## src/hdl/assert_macros.svh

```systemverilog
// Assertion helpers shared by the RTL
`ifndef ASSERT_MACROS_SVH
`define ASSERT_MACROS_SVH

// Property that must hold at every clock outside reset
`define ASSERT_CLK(label, prop, msg) \
    label: assert property (@(posedge clk) disable iff (!rst_n) prop) else $error(msg);

// Implication checked at every clock outside reset
`define ASSERT_IMPL(label, ante, cons, msg) \
    label: assert property (@(posedge clk) disable iff (!rst_n) (ante) |-> (cons)) \
        else $error(msg);

`endif

```

## src/hdl/i2cmrt_pkg.sv

```systemverilog
// ----------------------------------------------------------------------------
// i2cmrt_pkg
// Types and constants for the I2C register transfer master.
// ----------------------------------------------------------------------------
package i2cmrt_pkg;

    typedef struct packed {
        logic       sda_level;
        logic       command_valid;
        logic       action;
        logic [6:0] device_address;
        logic [7:0] register_address;
        logic [7:0] byte_count;
        logic       write_byte_valid;
        logic [7:0] write_byte;
    } tick_in_t;

    typedef struct packed {
        logic       scl_pull_low;
        logic       sda_pull_low;
        logic [7:0] read_byte;
        logic       read_byte_valid;
        logic       write_byte_request;
        logic       busy_res;
        logic       done_res;
        logic       success;
    } tick_out_t;

    typedef struct packed {
        logic [7:0] half_period_ticks;
        logic [7:0] short_delay_ticks;
        logic [9:0] ack_timeout_polls;
    } cfg_t;

    typedef enum logic [4:0] {
        PH_IDLE, PH_START_A, PH_START_B, PH_BIT_LOW, PH_BIT_HIGH,
        PH_ACK_LOW, PH_ACK_HIGH, PH_ACK_POLL, PH_ACK_HOLD, PH_WAIT_DATA,
        PH_RD_HIGH, PH_RD_LOW, PH_MACK_A, PH_MACK_B, PH_MACK_C,
        PH_NACK_A, PH_NACK_B, PH_NACK_C, PH_STOP_A, PH_STOP_B, PH_STOP_C
    } phase_t;

    typedef enum logic [1:0] {ST_ADDR_W, ST_REG, ST_ADDR_R, ST_DATA} stage_t;

    localparam logic [1:0] REG_HALF  = 2'd0;
    localparam logic [1:0] REG_SHORT = 2'd1;
    localparam logic [1:0] REG_POLLS = 2'd2;

    localparam int unsigned QueueDepth = 2;

endpackage

```

## src/hdl/i2cmrt_regs.sv

```systemverilog
// ----------------------------------------------------------------------------
// i2cmrt_regs
// APB register file for the bus timing settings.
// ----------------------------------------------------------------------------
module i2cmrt_regs
(
    input  logic               clk,
    input  logic               rst_n,
    input  logic               psel,
    input  logic               penable,
    input  logic               pwrite,
    input  logic [3:0]         paddr,
    input  logic [31:0]        pwdata,
    output logic [31:0]        prdata,
    output logic               pready,
    output i2cmrt_pkg::cfg_t   cfg
);
    import i2cmrt_pkg::*;

    cfg_t cfg_reg;
    logic wr_en;

    assign wr_en  = psel && penable && pwrite;
    assign pready = 1'b1;
    assign cfg    = cfg_reg;

    always_ff @(posedge clk or negedge rst_n)
    begin
        if (!rst_n)
        begin
            cfg_reg.half_period_ticks <= 8'd5;
            cfg_reg.short_delay_ticks <= 8'd1;
            cfg_reg.ack_timeout_polls <= 10'd200;
        end
        else if (wr_en && paddr[1:0] == 2'b00)
        begin
            unique case (paddr[3:2])
                REG_HALF:  cfg_reg.half_period_ticks <= pwdata[7:0];
                REG_SHORT: cfg_reg.short_delay_ticks <= pwdata[7:0];
                REG_POLLS: cfg_reg.ack_timeout_polls <= pwdata[9:0];
                default:   ;
            endcase
        end
    end

    always_comb
    begin
        prdata = 32'd0;
        unique case (paddr[3:2])
            REG_HALF:  prdata = {24'd0, cfg_reg.half_period_ticks};
            REG_SHORT: prdata = {24'd0, cfg_reg.short_delay_ticks};
            REG_POLLS: prdata = {22'd0, cfg_reg.ack_timeout_polls};
            default:   prdata = 32'd0;
        endcase
    end
endmodule

```

## src/hdl/i2cmrt_queue.sv

```systemverilog
// ----------------------------------------------------------------------------
// i2cmrt_queue
// Short tick queue between the input side and the bus sequencer.
// ----------------------------------------------------------------------------
module i2cmrt_queue
(
    input  logic                  clk,
    input  logic                  rst_n,
    input  logic                  in_valid,
    output logic                  in_stall,
    input  i2cmrt_pkg::tick_in_t  in_data,
    output logic                  out_valid,
    input  logic                  out_stall,
    output i2cmrt_pkg::tick_in_t  out_data
);
    import i2cmrt_pkg::*;

    tick_in_t mem_reg [QueueDepth];
    logic     wptr_reg, rptr_reg;
    logic [1:0] count_reg;
    logic push, pop;

    assign in_stall  = (count_reg == 2'(QueueDepth));
    assign out_valid = (count_reg != 2'd0);
    assign push      = in_valid && !in_stall;
    assign pop       = out_valid && !out_stall;
    assign out_data  = mem_reg[rptr_reg];

    always_ff @(posedge clk)
    begin
        if (push)
        begin
            mem_reg[wptr_reg] <= in_data;
        end
    end

    always_ff @(posedge clk or negedge rst_n)
    begin
        if (!rst_n)
        begin
            wptr_reg  <= 1'b0;
            rptr_reg  <= 1'b0;
            count_reg <= 2'd0;
        end
        else
        begin
            if (push) wptr_reg <= ~wptr_reg;
            if (pop)  rptr_reg <= ~rptr_reg;
            count_reg <= count_reg + 2'(push) - 2'(pop);
        end
    end

    `include "assert_macros.svh"
    `ASSERT_CLK(a_count_bound, count_reg <= 2'(QueueDepth), "queue overfilled")
    `ASSERT_CLK(a_pop_dec, (pop && !push) |=> (count_reg == $past(count_reg) - 2'd1), "queue count not reduced on pop")
    `ASSERT_CLK(a_out_hold, (out_valid && out_stall) |=> (out_valid && out_data == $past(out_data)), "stalled queue output changed")
endmodule

```

## src/hdl/i2cmrt_seq.sv

```systemverilog
// ----------------------------------------------------------------------------
// i2cmrt_seq
// Bus sequencer: one tick per cycle unless a pending result is stalled, registered result item.
// ----------------------------------------------------------------------------
module i2cmrt_seq
(
    input  logic                   clk,
    input  logic                   rst_n,
    input  i2cmrt_pkg::cfg_t       cfg,
    input  logic                   tin_valid,
    output logic                   tin_stall,
    input  i2cmrt_pkg::tick_in_t   tin,
    output logic                   res_valid,
    input  logic                   res_stall,
    output i2cmrt_pkg::tick_out_t  res
);
    import i2cmrt_pkg::*;

    phase_t     phase_reg, phase_next;
    logic [9:0] dly_reg, dly_next;
    logic [7:0] shf_reg, shf_next;
    logic [3:0] bit_reg, bit_next;
    logic [7:0] left_reg, left_next;
    logic [6:0] dev_reg, dev_next;
    logic [7:0] rga_reg, rga_next;
    logic       dir_reg, dir_next;
    stage_t     stg_reg, stg_next;
    logic       ok_reg, ok_next;
    logic       vld_reg;
    tick_out_t  out_reg, out_next;
    logic       step;
    logic       rdv, done;
    logic [3:0] bit_inc;
    logic [7:0] left_dec;
    logic [1:0] lines;

    assign tin_stall = vld_reg && res_stall;
    assign step      = tin_valid && !tin_stall;
    assign res_valid = vld_reg;
    assign res       = out_reg;
    assign bit_inc   = bit_reg + 4'd1;
    assign left_dec  = left_reg - 8'd1;

    function automatic logic [9:0] dly_of(phase_t p, cfg_t c);
        logic [7:0] d;
        d = (p == PH_STOP_A || p == PH_NACK_A) ? c.short_delay_ticks : c.half_period_ticks;
        return (d == 8'd0) ? 10'd1 : {2'b00, d};
    endfunction

    always_comb
    begin
        phase_next = phase_reg;
        dly_next   = dly_reg;
        shf_next   = shf_reg;
        bit_next   = bit_reg;
        left_next  = left_reg;
        dev_next   = dev_reg;
        rga_next   = rga_reg;
        dir_next   = dir_reg;
        stg_next   = stg_reg;
        ok_next    = ok_reg;
        rdv        = 1'b0;
        done       = 1'b0;
        if (phase_reg == PH_IDLE)
        begin
            if (tin.command_valid)
            begin
                dir_next   = tin.action;
                dev_next   = tin.device_address;
                rga_next   = tin.register_address;
                left_next  = tin.byte_count;
                ok_next    = 1'b0;
                stg_next   = ST_ADDR_W;
                phase_next = PH_START_A;
            end
        end
        else if (phase_reg == PH_WAIT_DATA)
        begin
            if (tin.write_byte_valid)
            begin
                left_next  = left_dec;
                stg_next   = ST_DATA;
                shf_next   = tin.write_byte;
                bit_next   = 4'd0;
                phase_next = PH_BIT_LOW;
            end
        end
        else if (phase_reg != PH_ACK_POLL && dly_reg > 10'd1)
        begin
            dly_next = dly_reg - 10'd1;
        end
        else
        begin
            unique case (phase_reg) inside
                PH_START_A: phase_next = PH_START_B;
                PH_START_B:
                begin
                    shf_next   = {dev_reg, stg_reg == ST_ADDR_R};
                    bit_next   = 4'd0;
                    phase_next = PH_BIT_LOW;
                end
                PH_BIT_LOW: phase_next = PH_BIT_HIGH;
                PH_BIT_HIGH:
                begin
                    bit_next   = bit_inc;
                    shf_next   = {shf_reg[6:0], 1'b0};
                    phase_next = (bit_inc < 4'd8) ? PH_BIT_LOW : PH_ACK_LOW;
                end
                PH_ACK_LOW: phase_next = PH_ACK_HIGH;
                PH_ACK_HIGH, PH_ACK_POLL:
                begin
                    // ACK_HIGH restarts the poll count at zero
                    if (tin.sda_level == 1'b0)
                    begin
                        phase_next = PH_ACK_HOLD;
                    end
                    else if ((phase_reg == PH_ACK_HIGH ? 10'd0 : dly_reg)
                             >= cfg.ack_timeout_polls)
                    begin
                        ok_next    = 1'b0;
                        phase_next = PH_STOP_A;
                    end
                    else
                    begin
                        dly_next   = (phase_reg == PH_ACK_HIGH) ? 10'd1 : dly_reg + 10'd1;
                        phase_next = PH_ACK_POLL;
                    end
                end
                PH_ACK_HOLD:
                begin
                    unique case (stg_reg)
                        ST_ADDR_W:
                        begin
                            stg_next   = ST_REG;
                            shf_next   = rga_reg;
                            bit_next   = 4'd0;
                            phase_next = PH_BIT_LOW;
                        end
                        ST_REG:
                        begin
                            if (dir_reg)
                            begin
                                stg_next   = ST_ADDR_R;
                                phase_next = PH_START_A;
                            end
                            else if (left_reg == 8'd0)
                            begin
                                ok_next    = 1'b1;
                                phase_next = PH_STOP_A;
                            end
                            else
                            begin
                                phase_next = PH_WAIT_DATA;
                            end
                        end
                        ST_ADDR_R:
                        begin
                            if (left_reg == 8'd0)
                            begin
                                ok_next    = 1'b1;
                                phase_next = PH_STOP_A;
                            end
                            else
                            begin
                                shf_next   = 8'd0;
                                bit_next   = 4'd0;
                                phase_next = PH_RD_HIGH;
                            end
                        end
                        default:
                        begin
                            if (left_reg == 8'd0)
                            begin
                                ok_next    = 1'b1;
                                phase_next = PH_STOP_A;
                            end
                            else
                            begin
                                phase_next = PH_WAIT_DATA;
                            end
                        end
                    endcase
                end
                PH_RD_HIGH:
                begin
                    shf_next   = {shf_reg[6:0], tin.sda_level};
                    phase_next = PH_RD_LOW;
                end
                PH_RD_LOW:
                begin
                    bit_next = bit_inc;
                    if (bit_inc < 4'd8)
                    begin
                        phase_next = PH_RD_HIGH;
                    end
                    else
                    begin
                        left_next  = left_dec;
                        phase_next = (left_dec == 8'd0) ? PH_NACK_A : PH_MACK_A;
                        rdv        = 1'b1;
                    end
                end
                PH_MACK_A: phase_next = PH_MACK_B;
                PH_MACK_B: phase_next = PH_MACK_C;
                PH_MACK_C:
                begin
                    shf_next   = 8'd0;
                    bit_next   = 4'd0;
                    phase_next = PH_RD_HIGH;
                end
                PH_NACK_A: phase_next = PH_NACK_B;
                PH_NACK_B: phase_next = PH_NACK_C;
                PH_NACK_C:
                begin
                    ok_next    = 1'b1;
                    phase_next = PH_STOP_A;
                end
                PH_STOP_A: phase_next = PH_STOP_B;
                PH_STOP_B: phase_next = PH_STOP_C;
                default:
                begin
                    phase_next = PH_IDLE;
                    dly_next   = 10'd0;
                    done       = 1'b1;
                end
            endcase
            if (phase_next == PH_WAIT_DATA || phase_next == PH_IDLE)
            begin
                dly_next = 10'd0;
            end
            else if (phase_next != phase_reg && phase_next != PH_ACK_POLL)
            begin
                dly_next = dly_of(phase_next, cfg);
            end
        end
        if (phase_reg == PH_WAIT_DATA && phase_next == PH_BIT_LOW)
        begin
            dly_next = dly_of(PH_BIT_LOW, cfg);
        end
        if (phase_reg == PH_IDLE && phase_next == PH_START_A)
        begin
            dly_next = dly_of(PH_START_A, cfg);
        end
        // a segment re-entering itself still reloads its delay
        if (phase_reg == phase_next && phase_reg != PH_IDLE && phase_reg != PH_WAIT_DATA
            && phase_reg != PH_ACK_POLL && !(dly_reg > 10'd1))
        begin
            dly_next = dly_of(phase_next, cfg);
        end

        unique case (phase_next) inside
            PH_START_B, PH_MACK_B, PH_STOP_B: lines = 2'b10;
            PH_BIT_LOW:  lines = {~shf_next[7], 1'b1};
            PH_BIT_HIGH: lines = {~shf_next[7], 1'b0};
            PH_ACK_LOW, PH_ACK_HOLD, PH_WAIT_DATA, PH_RD_LOW, PH_NACK_A, PH_NACK_C:
                lines = 2'b01;
            PH_MACK_A, PH_MACK_C, PH_STOP_A: lines = 2'b11;
            default: lines = 2'b00;
        endcase

        out_next.scl_pull_low       = lines[0];
        out_next.sda_pull_low       = lines[1];
        out_next.read_byte          = rdv ? shf_next : 8'd0;
        out_next.read_byte_valid    = rdv;
        out_next.write_byte_request = (phase_next == PH_WAIT_DATA);
        out_next.busy_res           = (phase_next != PH_IDLE);
        out_next.done_res           = done;
        out_next.success            = done && ok_next;
    end

    always_ff @(posedge clk)
    begin
        if (step)
        begin
            out_reg  <= out_next;
            shf_reg  <= shf_next;
            left_reg <= left_next;
            dev_reg  <= dev_next;
            rga_reg  <= rga_next;
            dir_reg  <= dir_next;
        end
    end

    always_ff @(posedge clk or negedge rst_n)
    begin
        if (!rst_n)
        begin
            phase_reg <= PH_IDLE;
            dly_reg   <= 10'd0;
            bit_reg   <= 4'd0;
            stg_reg   <= ST_ADDR_W;
            ok_reg    <= 1'b0;
            vld_reg   <= 1'b0;
        end
        else
        begin
            if (step)
            begin
                phase_reg <= phase_next;
                dly_reg   <= dly_next;
                bit_reg   <= bit_next;
                stg_reg   <= stg_next;
                ok_reg    <= ok_next;
            end
            if (step)
                vld_reg <= 1'b1;
            else if (!res_stall)
                vld_reg <= 1'b0;
        end
    end

    `include "assert_macros.svh"
    `ASSERT_IMPL(a_idle_quiet, phase_reg == PH_IDLE && step && !tin.command_valid,
                 phase_next == PH_IDLE, "idle left without command")
    `ASSERT_IMPL(a_done_idle, step && done, phase_next == PH_IDLE, "done outside stop")
    `ASSERT_IMPL(a_bits, phase_reg == PH_BIT_LOW || phase_reg == PH_RD_HIGH,
                 bit_reg < 4'd8, "bit count overrun")
endmodule

```

## src/hdl/i2c_master_register_transfer.sv

```systemverilog
// ----------------------------------------------------------------------------
// i2c_master_register_transfer
// I2C master for register read and write transfers, one timing tick per item.
// ----------------------------------------------------------------------------
// Channel  | Handshake            | Payload
// tick in  | in_valid / in_stall  | in_data  (tick_in_t)
// tick out | out_valid / out_stall| out_data (tick_out_t)
// config   | APB psel/penable     | pwdata / prdata
//
// One tick item per cycle sustained while the output does not stall; its result
// passes through the queue and then the output register before it appears.
// Front queue of two items decouples input from sequencer stalls; with the
// output stalled, the input stalls once the queue and output register are full.
// Reset leaves the sequencer idle, no result valid, timings at their defaults.
// ----------------------------------------------------------------------------
module i2c_master_register_transfer
(
    input  logic                   clk,
    input  logic                   rst_n,
    input  logic                   in_valid,
    output logic                   in_stall,
    input  i2cmrt_pkg::tick_in_t   in_data,
    output logic                   out_valid,
    input  logic                   out_stall,
    output i2cmrt_pkg::tick_out_t  out_data,
    input  logic                   psel,
    input  logic                   penable,
    input  logic                   pwrite,
    input  logic [3:0]             paddr,
    input  logic [31:0]            pwdata,
    output logic [31:0]            prdata,
    output logic                   pready
);
    import i2cmrt_pkg::*;

    cfg_t     cfg;
    logic     q_valid, q_stall;
    tick_in_t q_data;

    i2cmrt_regs u_regs (.clk, .rst_n, .psel, .penable, .pwrite, .paddr,
                        .pwdata, .prdata, .pready, .cfg);

    i2cmrt_queue u_queue (.clk, .rst_n, .in_valid, .in_stall, .in_data,
                          .out_valid(q_valid), .out_stall(q_stall), .out_data(q_data));

    i2cmrt_seq u_seq (.clk, .rst_n, .cfg, .tin_valid(q_valid), .tin_stall(q_stall),
                      .tin(q_data), .res_valid(out_valid), .res_stall(out_stall),
                      .res(out_data));
endmodule

```

## config.mk

```make
export PLATFORM = sky130hd
export DESIGN_NAME = i2c_master_register_transfer
export DESIGN_NICKNAME = d
export VERILOG_FILES = /design/src/hdl/i2cmrt_pkg.sv /design/src/hdl/i2cmrt_regs.sv /design/src/hdl/i2cmrt_queue.sv /design/src/hdl/i2cmrt_seq.sv /design/src/hdl/i2c_master_register_transfer.sv
export VERILOG_INCLUDE_DIRS = /design/src /design/src/hdl
export SDC_FILE = /design/constraint.sdc
export NUM_CORES = 1
export LEC_CHECK = 0
export BUFFER_PORTS_ARGS = -buffer_cell sky130_fd_sc_hd__clkbuf_2
export CAP_MARGIN = 40
export CORE_ASPECT_RATIO = 1.1
export CORE_MARGIN = 2
export CORE_UTILIZATION = 58
export DETAILED_ROUTE_END_ITERATION = 7
export PLACE_DENSITY = 0.8
export SETUP_SLACK_MARGIN = 0.5
export SLEW_MARGIN = 10
export SYNTH_ARGS = -nofsm -noshare
export SYNTH_HDL_FRONTEND = slang
export SYNTH_SLANG_ARGS = --single-unit
```

## constraint.sdc

```tcl
create_clock -name clk -period 5.4 [get_ports clk]
set_input_delay 0.27 -clock clk [delete_from_list [all_inputs] [get_ports clk]]
set_output_delay 0.27 -clock clk [all_outputs]
set_load 0.03 [all_outputs]
```

Word-level counts from Yosys, hierarchy flattened:

Memories as Yosys holds them, arrays and structs flattened.
Cells that the tools add are included.

* register bits after elaboration: 100
* bits in latches: 0
* RAM bits: 70
* bits in read-only memories: 0
* bits of input ports: 78
* logic and storage cells: 244
* memories kept: 1

Memories
* u_queue.mem_reg: words 2, width 35, rd ports 1, clocked after memory_dff 0, wr ports 1, line i2cmrt_queue.sv:18 `tick_in_t mem_reg [QueueDepth];`

* $add $sub $neg: 6
* multipliers: 0
* div/mod/pow operators: 0
* magnitude comparators: 3
* eq/ne operators: 62
* shifts and indexed selects: 0
* muxes and demuxes: 89
* bitwise logic cells: 4
* reductions and logical operators: 54

Operators by type and width (number)
* $mux W8: 17
* $mux W10: 12
* $eq A5 B4 Y1 const B: 17
* $pmux W5 S17: 1
* $mux W5: 14
* $eq A5 B5 Y1 const B: 8
* $logic_not A8 Y1: 5
* $pmux W8 S5: 1
* $eq A5 B3 Y1 const B: 6
* $pmux W10 S3: 1
* $mux W1: 21
* $eq A5 B2 Y1 const B: 4
* $pmux W10 S2: 1
* $reduce_or A18 Y1: 1
* $mux W2: 8
* $mux W4: 4
* $pmux W8 S2: 1
* $reduce_or A16 Y1: 1
* $logic_and A1 B1 Y1: 15
* $pmux W5 S3: 1
* $reduce_and A7 Y1: 2
* $pmux W4 S3: 1
* $reduce_and A6 Y1: 2
* $add A10 B1 Y10 const B: 1
* 44 further kinds: 73

Longest topological paths before layout:

Gate-level depths: netlist of the first run.

* depth in word-level cells: 22
* gate-level depth with buffers: 16
* gate-level depth less buffers: 13

Cells and area by module:

From an unflattened synthesis of the first run, not the netlist that was laid out.

* cell total of the unflattened synthesis: 790
* area total of the unflattened synthesis: 9276.4 um2

By module, submodules not included
* i2cmrt_seq: times used 1, cells each 549, area each 4963.5 um2, seq. area each 1986.9 um2
* i2cmrt_queue: times used 1, cells each 127, area each 2884.0 um2, seq. area each 2202.1 um2
* i2cmrt_regs: times used 1, cells each 114, area each 1428.9 um2, seq. area each 658.1 um2

Worst setup path before layout of the first run:

No wires, ideal clock.

* path kind: flip-flop to flip-flop
* start: reg u_seq.phase_reg[4]
* end: reg u_seq.dly_reg[5]
* library setup time: 0.134 ns
* arrival: 3.696 ns
* required time: 5.266 ns
* slack: 1.571 ns
* cell stages (with the launch flop): 16
* period minus slack after synthesis: 3.829 ns
* path through: dfrtp_1 -> clkbuf_1 -> clkbuf_1 -> or4_1 -> clkbuf_1 -> and2_1 -> ha_1 -> nand4_1 -> o41a_1 -> a31o_2 -> clkbuf_1 -> nand2_1 -> clkbuf_1 -> nor2_1 -> a2111oi_0 -> o22ai_1

* longest elaborated chain between the ends: 22
* elaborated cells on any way between the ends: 84
* those cells by class: order compare: 1; eq/ne: 36; mux: 28; reduce/logical: 19

RTL lines
* start, declared: line i2cmrt_seq.sv:19 `phase_t phase_reg, phase_next;`
* start signal, assigned: line i2cmrt_seq.sv:299 `phase_reg <= phase_next;`
* $eq A5 B3 Y1: line i2cmrt_seq.sv:117, i2cmrt_seq.sv:125
* $mux W10: line i2cmrt_seq.sv:117 `else if ((phase_reg == PH_ACK_HIGH ? 10'd0 : dly_reg)`
* $ge A10 B10 Y1: line i2cmrt_seq.sv:118 `>= cfg.ack_timeout_polls)`
* $mux W5: line i2cmrt_seq.sv:117
* $mux W5: line i2cmrt_seq.sv:113 `if (tin.sda_level == 1'b0)`
* $pmux W5 S17: line i2cmrt_seq.sv:94 `unique case (phase_reg) inside`
* $mux W5: line i2cmrt_seq.sv:88 `else if (phase_reg != PH_ACK_POLL && dly_reg > 10'd1)`
* $mux W5: line i2cmrt_seq.sv:77 `else if (phase_reg == PH_WAIT_DATA)`
* [6 not listed]
* $mux W10: line i2cmrt_seq.sv:231 `else if (phase_next != phase_reg && phase_next != PH_ACK_POLL)`
* $mux W10: line i2cmrt_seq.sv:227 `if (phase_next == PH_WAIT_DATA || phase_next == PH_IDLE)`
* $mux W10: line i2cmrt_seq.sv:88
* $mux W10: line i2cmrt_seq.sv:77
* $mux W10: line i2cmrt_seq.sv:64 `if (phase_reg == PH_IDLE)`
* $mux W10: line i2cmrt_seq.sv:236 `if (phase_reg == PH_WAIT_DATA && phase_next == PH_BIT_LOW)`
* $mux W10: line i2cmrt_seq.sv:240 `if (phase_reg == PH_IDLE && phase_next == PH_START_A)`
* $mux W10: line i2cmrt_seq.sv:245 `if (phase_reg == phase_next && phase_reg != PH_IDLE && phase_reg != PH_WAIT_DATA`
* end signal, assigned: line i2cmrt_seq.sv:300 `dly_reg <= dly_next;`
* end, declared: line i2cmrt_seq.sv:20 `logic [9:0] dly_reg, dly_next;`

Parallel ways exist; a longest one is shown, timed or not. The select of a mux whose other input is x is not followed.
A chain may end at the register's enable or synchronous reset.

Worst setup path after layout of the first run:

* start: reg u_seq.phase_reg[2]
* end: reg u_seq.dly_reg[4]

The elaborated chain is that of the path after synthesis.

==> results.ini, run 1 <==
[synth]
synth-xor-area-share_pct=1.772
synth.ff_latch_count=170
synth-simple-area-share_pct=13.97
netlist_instances=786
synth-compound-area-share_pct=13.67
yosysSeqAreaShare_pct=54.49
ys_warn_count=0
synth_ff_type=edfxtp_1
avgSynthCellArea_um2=11.32
synthMuxAreaShare_pct=8.551
synth_top_family_by_area=simple AND/OR/NAND/NOR gates
yosys.area_share.adder_pct=2.532
syn_area_um2=8896
synth_cell_types=78
synth_edf_count=117
async_flop_share_pct=31.18

[routing]
antenna_left=0
totalWireLength_mm=20.66
wl_per_cell_um=19.33
drt_first_pass_iters=5
drc=0
vias=6539
drt_iter0_markers=562
via_per_inst=6.117

[global_route]
grt_usage_pct=26.48
grt_pass1_wl_mm=33.53
overflow=0
first_global_vias=6623
grt_max_degree=54
antenna_found_initial=0

[setup_path]
path_depth=12
crit_type=reg2reg
ff2ff_path_depth=12
arrival_ns=4.55
start_kind=flip-flop
crit_family=simple AND/OR/NAND/NOR gates
cp_num_buf_inv=0
cpPeakStageDelay_ns=0.64
critPathRequiredTime_ns=5.73
path_cells=nand2b_1, or4_1, and2_1, ha_1, nand4_1, o41a_1, a21boi_0, or2_1, a32oi_1, nor2_2, nor3b_1, o32a_1
worst_path_max_delay_cell=or4_1
critPathMaxFanout=15
cp-end-kind=flip-flop

[run]
cap_violations=0

[sta]
slew_headroom_pct=42.07
fin_crit_sh_pct=78.14
fin_crit_ns=4.220
setup_viol_count_final=0
worst_slack_ns=1.180
finalSetupTns_ns=0
fmax_mhz=237.0
worstMarginPinSlew_ns=0.8680
rsz0062_at_grt=false
finClkSkew_ns=0.01433
slew_violations=0
hold_violations=0

[cells_and_area]
layout.nets=956
layout_commonest_cell=edfxtp_1
drive_above_1_share_pct=21.42
fin_util_pct=66.53
largest_reg_flops=70
syn2layout_area_growth_pct=12.59
n_antenna_cell=0
instances_no_fill=1069
final_cell_mix=117 x edfxtp_1, 82 x clkbuf_2, 70 x nand2_1

[min_path]
hold_path_class=in2reg
whs_path_depth=1

[floorplan]
die_y_um=133.9
num_io_pins=128
num_rows=47
core-area_um2=15050
die_w_um=122.1
initial_core_util_pct=59.09
dieArea_um2=16350

[clock_network]
cts_root_buf=clkbuf_16
cts_tree=built
cts_buffers=17
cts_resized=0
clk_path_buf_depth=2
clock-sinks=170
htreeDepth=4
path_clk_slew_ns=0.08
clk_latency_ns=0.44

[place]
place_ws_ns=1.261
hpwl_mm=14.44
port_buffers=82
placed_cells=1036
gp_congestion=0.9414

[power_and_ir_drop]
ir_drop_mv=0.3883
p_seq_share_pct=38.2
combPwrFrac_pct=39.8
p_total_uw=5550
p_leak_uw=0.003991
switching_share_pct=40.24
p_clk_share_pct=22.0
pwr_density_cell_nw_per_um2=554.2
p_int_uw=3317
switching_power_uw=2234

[status]
status=complete, no violations

==> worst paths after layout <==
kind,from,endpoint,slack [ns]
max in group asynchronous,rst_n,u_regs.cfg[2]$_DFFE_PN0P_,4.42
min reg2reg,u_seq.ok_reg$_DFFE_PN0P_,u_seq.ok_reg$_DFFE_PN0P_,0.49
min,in_data[18],u_queue.mem_reg[0][18]$_DFFE_PP_,0.01
min in group asynchronous,rst_n,u_regs.cfg[25]$_DFFE_PN0P_,0.51
max,u_seq.phase_reg[2]$_DFFE_PN0P_,u_seq.dly_reg[4]$_DFFE_PN0P_,1.18
max reg2reg,u_seq.phase_reg[2]$_DFFE_PN0P_,u_seq.dly_reg[4]$_DFFE_PN0P_,1.18
==> cells in the mapped netlist, drive strengths merged (3+ instances only) <==
library cell  instances  area, um2
mux2                 40      450.4
nor2                 46      177.7
a22oi                 3      22.52
nor2b                10      62.56
dfrtp                47       1176
nor3b                 6      45.04
a221oi                4      41.29
o311ai                3      33.79
a32o                  3      30.03
o31ai                 3      22.52
or4                   5      41.29
a211oi                9      67.56
o211ai               11      87.58
nor4                 11      83.83
o2111ai               3      26.28
mux2i                31      310.3
nand2b               15      93.84
clkbuf               35      131.4
o22ai                 4      25.02
edfxtp              117       3513
and2                 22      137.6
nand3                11      55.05
dfstp                 6      157.7
xor2                  7      61.31
nand3b                3      22.52
and3                  7      43.79
inv                  27      101.3
nand4                 3      18.77
a21oi                28      140.1
xnor2                11      96.34
a222oi                6      60.06
ha                   18      225.2
or2                   4      25.03
buf                  29      206.5
o21ai                48      240.2
nand2                70      262.8
a21o                  3      22.52
a22o                  6      52.55
a31oi                 9      56.30
a31o                  3      26.28
o221ai               11      96.34
nor3                 18      95.09
==> per-stage QoR <==
| stage | cell area, um2 | hold WS [ns] |
|---|---|---|
| 2_1_floorplan | 8975 | -0.02559 |
| 3_3_place_gp | 9390 | 0.4289 |
| 3_5_place_dp | 9410 | 0.4491 |
| 4_1_cts | 10020 | 0.0004933 |
| 5_1_grt | 10020 | 0.01108 |
| 6_report | 10020 | 0.01480 |
==> cell type report <==
type / instances / area [um2]
fill: 1149 / 5039
clock buffer: 18 / 429.2
sequential: 170 / 4847
timing repair buffer: 98 / 530.5
clock inverter: 14 / 166.4
multi-input combinational: 546 / 3696
inverter: 27 / 101.3
tap: 196 / 245.2
==> power groups by stage <==
stage	logic [uW]	clock network [uW]	registers [uW]
final	2210	1220	2120
after global routing	2410	1280	2150
after floorplan	1630	0	2090
after detailed placement	2160	0	2130
after CTS	2190	1240	2110
after global placement	2080	0	2120
==> kinds of logic after synthesis <==
kind of cell | count (synthesis)
adders and majority gates | 18
buffers and inverters | 91
AOI/OAI and AO/OA | 176
and+or+nand+nor | 240
DFF | 170
xor gates and xnor gates | 18
other | 2
muxes | 71
==> routing by layer <==
metal  up-vias  wire, um  GRT usage [%]
met5         -         0              0
met4         0       675          12.32
met3        48      1106          4.549
met2       261     10810          46.80
li1       3053         -              -
met1      3177      8073          31.28
==> what timing repair did <==
| action | in CTS | in global routing |
|---|---|---|
| hold buffers | 1 | 0 |
| endpoints found under the hold margin | 47 | 0 |
| setup buffers | 0 | 0 |
| setup endpoints to repair | 0 | 0 |
No activity file was read; power rests on OpenSTA's default activity.
==> inputs of run 2 (changes only) <==
Settings changed: CORE_UTILIZATION 58 to 52, PLACE_DENSITY 0.8 to 0.75.
Clock period 5.4 ns to 3.6 ns, I/O delays scaled along.
==> results.ini, run 2 (synthesis results as in run 1) <==
[status]
status=complete, no violations

[cells_and_area]
largest_reg_flops=70
instances_no_fill=1150
fin_area_um2=10990
layout_commonest_cell=edfxtp_1
final_cell_mix=117 x edfxtp_1, 82 x clkbuf_2, 68 x nand2_1
drive_above_1_share_pct=26.43
n_antenna_cell=0
layout.nets=1025
syn2layout_area_growth_pct=23.52

[global_route]
antenna_found_initial=0
grt_max_degree=41
grt-busiest-layer=met2
met2_usage_pct=40.21
use_met3_pct=3.985
overflow=0
grt_usage_pct=23.39
met1_usage_pct=29.18
grt_pass1_wl_mm=33.05
first_global_vias=6655

[floorplan]
num_io_pins=128
die_y_um=141.2
initial_core_util_pct=52.67
die_w_um=128.7
num_rows=50
core-area_um2=16890
dieArea_um2=18170

[sta]
fmax_mhz=290.6
fin_crit_ns=3.441
setup_viol_count_final=0
slew_headroom_pct=41.74
finClkSkew_ns=0.009276
finalSetupTns_ns=0
fin_crit_sh_pct=95.57
hold_violations=0
rsz0062_at_grt=true
worstMarginPinSlew_ns=0.8672
slew_violations=0

[run]
cap_violations=0

[clock_network]
path_clk_slew_ns=0.08
cts_buffers=17
clock-sinks=170
htreeDepth=4
cts_root_buf=clkbuf_16
clk_path_buf_depth=2
clk_latency_ns=0.45
cts_tree=built

[power_and_ir_drop]
switching_power_uw=3576
combPwrFrac_pct=42.6
ir_drop_mv=0.5607
p_int_uw=5213
p_seq_share_pct=35.6
pwr_density_cell_nw_per_um2=799.9
p_leak_uw=0.004386
p_clk_share_pct=21.7
switching_share_pct=40.69

[routing]
wl_per_cell_um=18.10
vias=6782
antenna_left=0
via_per_inst=5.897
drt_first_pass_iters=5
totalWireLength_mm=20.82
drt_iter0_markers=678
drc=0

[setup_path]
arrival_ns=3.77
worst_path_max_delay_cell=or4_4
critPathMaxFanout=5
critPathRequiredTime_ns=3.93
crit_type=reg2reg
cp-end-kind=flip-flop
cpPeakStageDelay_ns=0.59
start_kind=flip-flop
path_cells=inv_2, or4_4, and2_4, ha_4, a211o_1, a21oi_2, o41a_1, a21boi_2, or2_1, a32oi_2, nor2_4, buf_4, and3_4, o32a_1

[place]
port_buffers=82
placed_cells=1064
hpwl_mm=13.65
dpl_cell_area_um2=9603
gp_congestion=0.9416

[min_path]
hold_path_class=in2reg

==> run 2: critical path: cells and delay by family (launching register included) <==
kind                       cells  cell delay [ns]
adders and majority gates      1             0.21
AOI/OAI and AO/OA              6             1.30
buffers and inverters          2             0.20
and+or+nand+nor                5             1.22
DFF                            1             0.38
==> run 2: what timing repair did <==
item,in CTS,in global routing
setup endpoints to repair,19,21
buffers inserted,3,3
pin swaps,21,15
cloned,1,0
hold buffers,47,0
gates resized for setup,23,20
hold endpoints to repair,113,0
==> run 2: metrics by stage <==
stage	hold WS (ns)	utilization [%]	total power [uW]	setup WS [ns]
floorplan	-0.1156	-	5641	0.02278
CTS	0.08301	64.30	8630	0.1886
finish	0.08557	65.05	8790	0.1594
global placement	0.2545	56.64	6441	0.08232
detailed placement	0.2530	56.85	6538	0.01316
global route	0.1063	65.05	9272	0.07278
==> run 2: metal layers <==
layer / share of wire (%) / vias to the layer above
li1: - / 3205
met1: 41 / 3280
met2: 51 / 245
met3: 5.5 / 52
met4: 2.8 / 0
met5: 0 / -
==> run 2: power groups by stage <==
stage	clock network, uW	logic (uW)	registers, uW
after global routing	2000	4090	3190
after floorplan	0	2500	3140
after global placement	0	3310	3140
after detailed placement	0	3390	3150
final	1910	3750	3130
after CTS	1920	3590	3120
==> run 2: final cells by class <==
type                    count  area, um2
clock buffers              17      425.4
clock inverters            15      207.7
fillers                  1257       5903
inverters                  27      101.3
multi-input cells         547       3966
flip-flops and latches    170       4848
well taps                 208      260.3
repair buffers            166       1179
==> run 2: final timing paths <==
path	startpoint	depth (start not counted)	end	slack, ns
max reg2reg	u_seq.phase_reg[1]$_DFFE_PN0P_	14	u_seq.dly_reg[4]$_DFFE_PN0P_	0.16
max	u_seq.phase_reg[1]$_DFFE_PN0P_	14	u_seq.dly_reg[4]$_DFFE_PN0P_	0.16
max in group asynchronous	rst_n	3	u_regs.cfg[20]$_DFFE_PN1P_	2.39
min	in_valid	3	u_queue.wptr_reg$_DFFE_PN0P_	0.09
min in group asynchronous	rst_n	2	u_regs.cfg[9]$_DFFE_PN0P_	0.31
min reg2reg	u_seq.res_valid$_DFFE_PN0P_	2	u_seq.res_valid$_DFFE_PN0P_	0.49
==> inputs of run 3 (changes only) <==
Settings changed: BUFFER_PORTS_ARGS -buffer_cell sky130_fd_sc_hd__clkbuf_2 to -buffer_cell sky130_fd_sc_hd__buf_2.
==> results.ini, run 3 (synthesis results as in run 1) <==
[cells_and_area]
n_antenna_cell=0
layout.nets=1026
largest_reg_flops=70
syn2layout_area_growth_pct=22.84
layout_commonest_cell=edfxtp_1
drive_above_1_share_pct=26.22
fin_area_um2=10930
final_cell_mix=117 x edfxtp_1, 82 x buf_2, 68 x nand2_1
instances_no_fill=1150

[setup_path]
critPathRequiredTime_ns=3.78
crit_type=reg2reg
cp-end-kind=flip-flop
r2r_slack_ns=0.19
arrival_ns=3.59
start_kind=flip-flop
critPathMaxFanout=6

[place]
port_buffers=82
placed_cells=1065
gp_congestion=0.9248
dpl_cell_area_um2=9610
hpwl_mm=13.71

[power_and_ir_drop]
pwr_density_cell_nw_per_um2=789.3
p_leak_uw=0.004354
ir_drop_mv=0.5509
p_total_uw=8626

[sta]
fmax_mhz=293.5
slew_headroom_pct=39.20
holdWs_ns=0.1223
hold_violations=0
rsz0062_at_grt=true
setup_viol_count_final=0
worstMarginPinSlew_ns=0.9050
finClkSkew_ns=0.01302
slew_violations=0
fin_crit_ns=3.407
finalSetupTns_ns=0
fin_crit_sh_pct=94.65

[floorplan]
initial_core_util_pct=52.67
dieArea_um2=18170
die_w_um=128.7
num_rows=50
core-area_um2=16890
num_io_pins=128
die_y_um=141.2

[global_route]
overflow=0
first_global_vias=6617
grt_pass1_wl_mm=33.26
antenna_found_initial=0
grt_usage_pct=23.63
grt_max_degree=41

[routing]
totalWireLength_mm=20.93
vias=6762
via_per_inst=5.880
drt_iter0_markers=535
drc=0
drt_first_pass_iters=5
antenna_left=0
wl_per_cell_um=18.20

[clock_network]
cts_buffers=17
clock-sinks=170
path_clk_slew_ns=0.07
cts_tree=built
clk_path_buf_depth=2
cts_root_buf=clkbuf_16
clk_latency_ns=0.44
htreeDepth=4

[min_path]
hold_path_class=in2reg

[run]
cap_violations=0

[status]
status=complete, no violations

==> run 3: timing repair <==
item | in CTS | in global routing
hold buffers | 47 | 0
pin swaps | 17 | 17
resized for setup | 28 | 18
buffers inserted | 4 | 3
endpoints found under the hold margin | 112 | 0
setup endpoints to repair | 19 | 21
==> run 3: path summary, 6_finish.rpt <==
check | startpoint | endpoint | depth (start not counted)
worst max-delay path | u_seq.phase_reg[3]$_DFFE_PN0P_ | u_seq.res[13]$_DFFE_PP_ | 15
worst min-delay path | in_valid | u_queue.wptr_reg$_DFFE_PN0P_ | 3
worst max register to register | u_seq.phase_reg[3]$_DFFE_PN0P_ | u_seq.res[13]$_DFFE_PP_ | 15
worst min register to register | u_seq.res_valid$_DFFE_PN0P_ | u_seq.res_valid$_DFFE_PN0P_ | 2
max in group asynchronous | rst_n | u_regs.cfg[6]$_DFFE_PN1P_ | 3
min in group asynchronous | rst_n | u_regs.cfg[22]$_DFFE_PN0P_ | 2
==> run 3: report_power, final <==
| part | leakage [uW] | internal [uW] | total [uW] | switching (uW) |
|---|---|---|---|---|
| registers | 0.00175 | 2760 | 3120 | 365 |
| clock network | 0.000275 | 915 | 1750 | 838 |
| logic | 0.00233 | 1500 | 3750 | 2250 |
| total | 0.00435 | 5180 | 8630 | 3450 |
==> run 3: layout make-up <==
cell class / count / area [um2]
repair buffers: 168 / 1209
clock buffers: 18 / 429.2
inverters: 27 / 101.3
clock inverters: 13 / 131.4
flip-flops and latches: 170 / 4848
fillers: 1301 / 5963
well taps: 208 / 260.3
multi-input cells: 546 / 3949
==> run 3: critical path: stages, from the launching register on <==
cell      delay, ns
dfrtp_1        0.39
nand2b_4       0.14
or4_4          0.48
and2_4         0.18
ha_4           0.21
a211o_1        0.27
a21oi_2        0.15
o41a_1         0.27
a21boi_2       0.10
or2_1          0.27
buf_4          0.14
mux2i_1        0.12
buf_4          0.18
nand2b_4       0.06
o21ai_1        0.11
o21ai_1        0.08
==> run 3: stage by stage <==
stage          worst slack (ns)  util [%]
5_1_grt                 0.06646     64.70
3_5_place_dp           -0.01706     56.90
4_1_cts                  0.1418     63.99
2_1_floorplan           0.02278         -
3_3_place_gp            0.07874     56.73
6_report                 0.1927     64.70
==> run 3: metal layers <==
layer  GRT usage [%]  part of all wire [%]  vias to the layer above
met4           10.81                   3.0                        0
met3           4.213                   4.8                       52
met2           39.88                    51                      230
met1           29.57                    41                     3288
met5               0                     0                        -
li1                -                     -                     3192
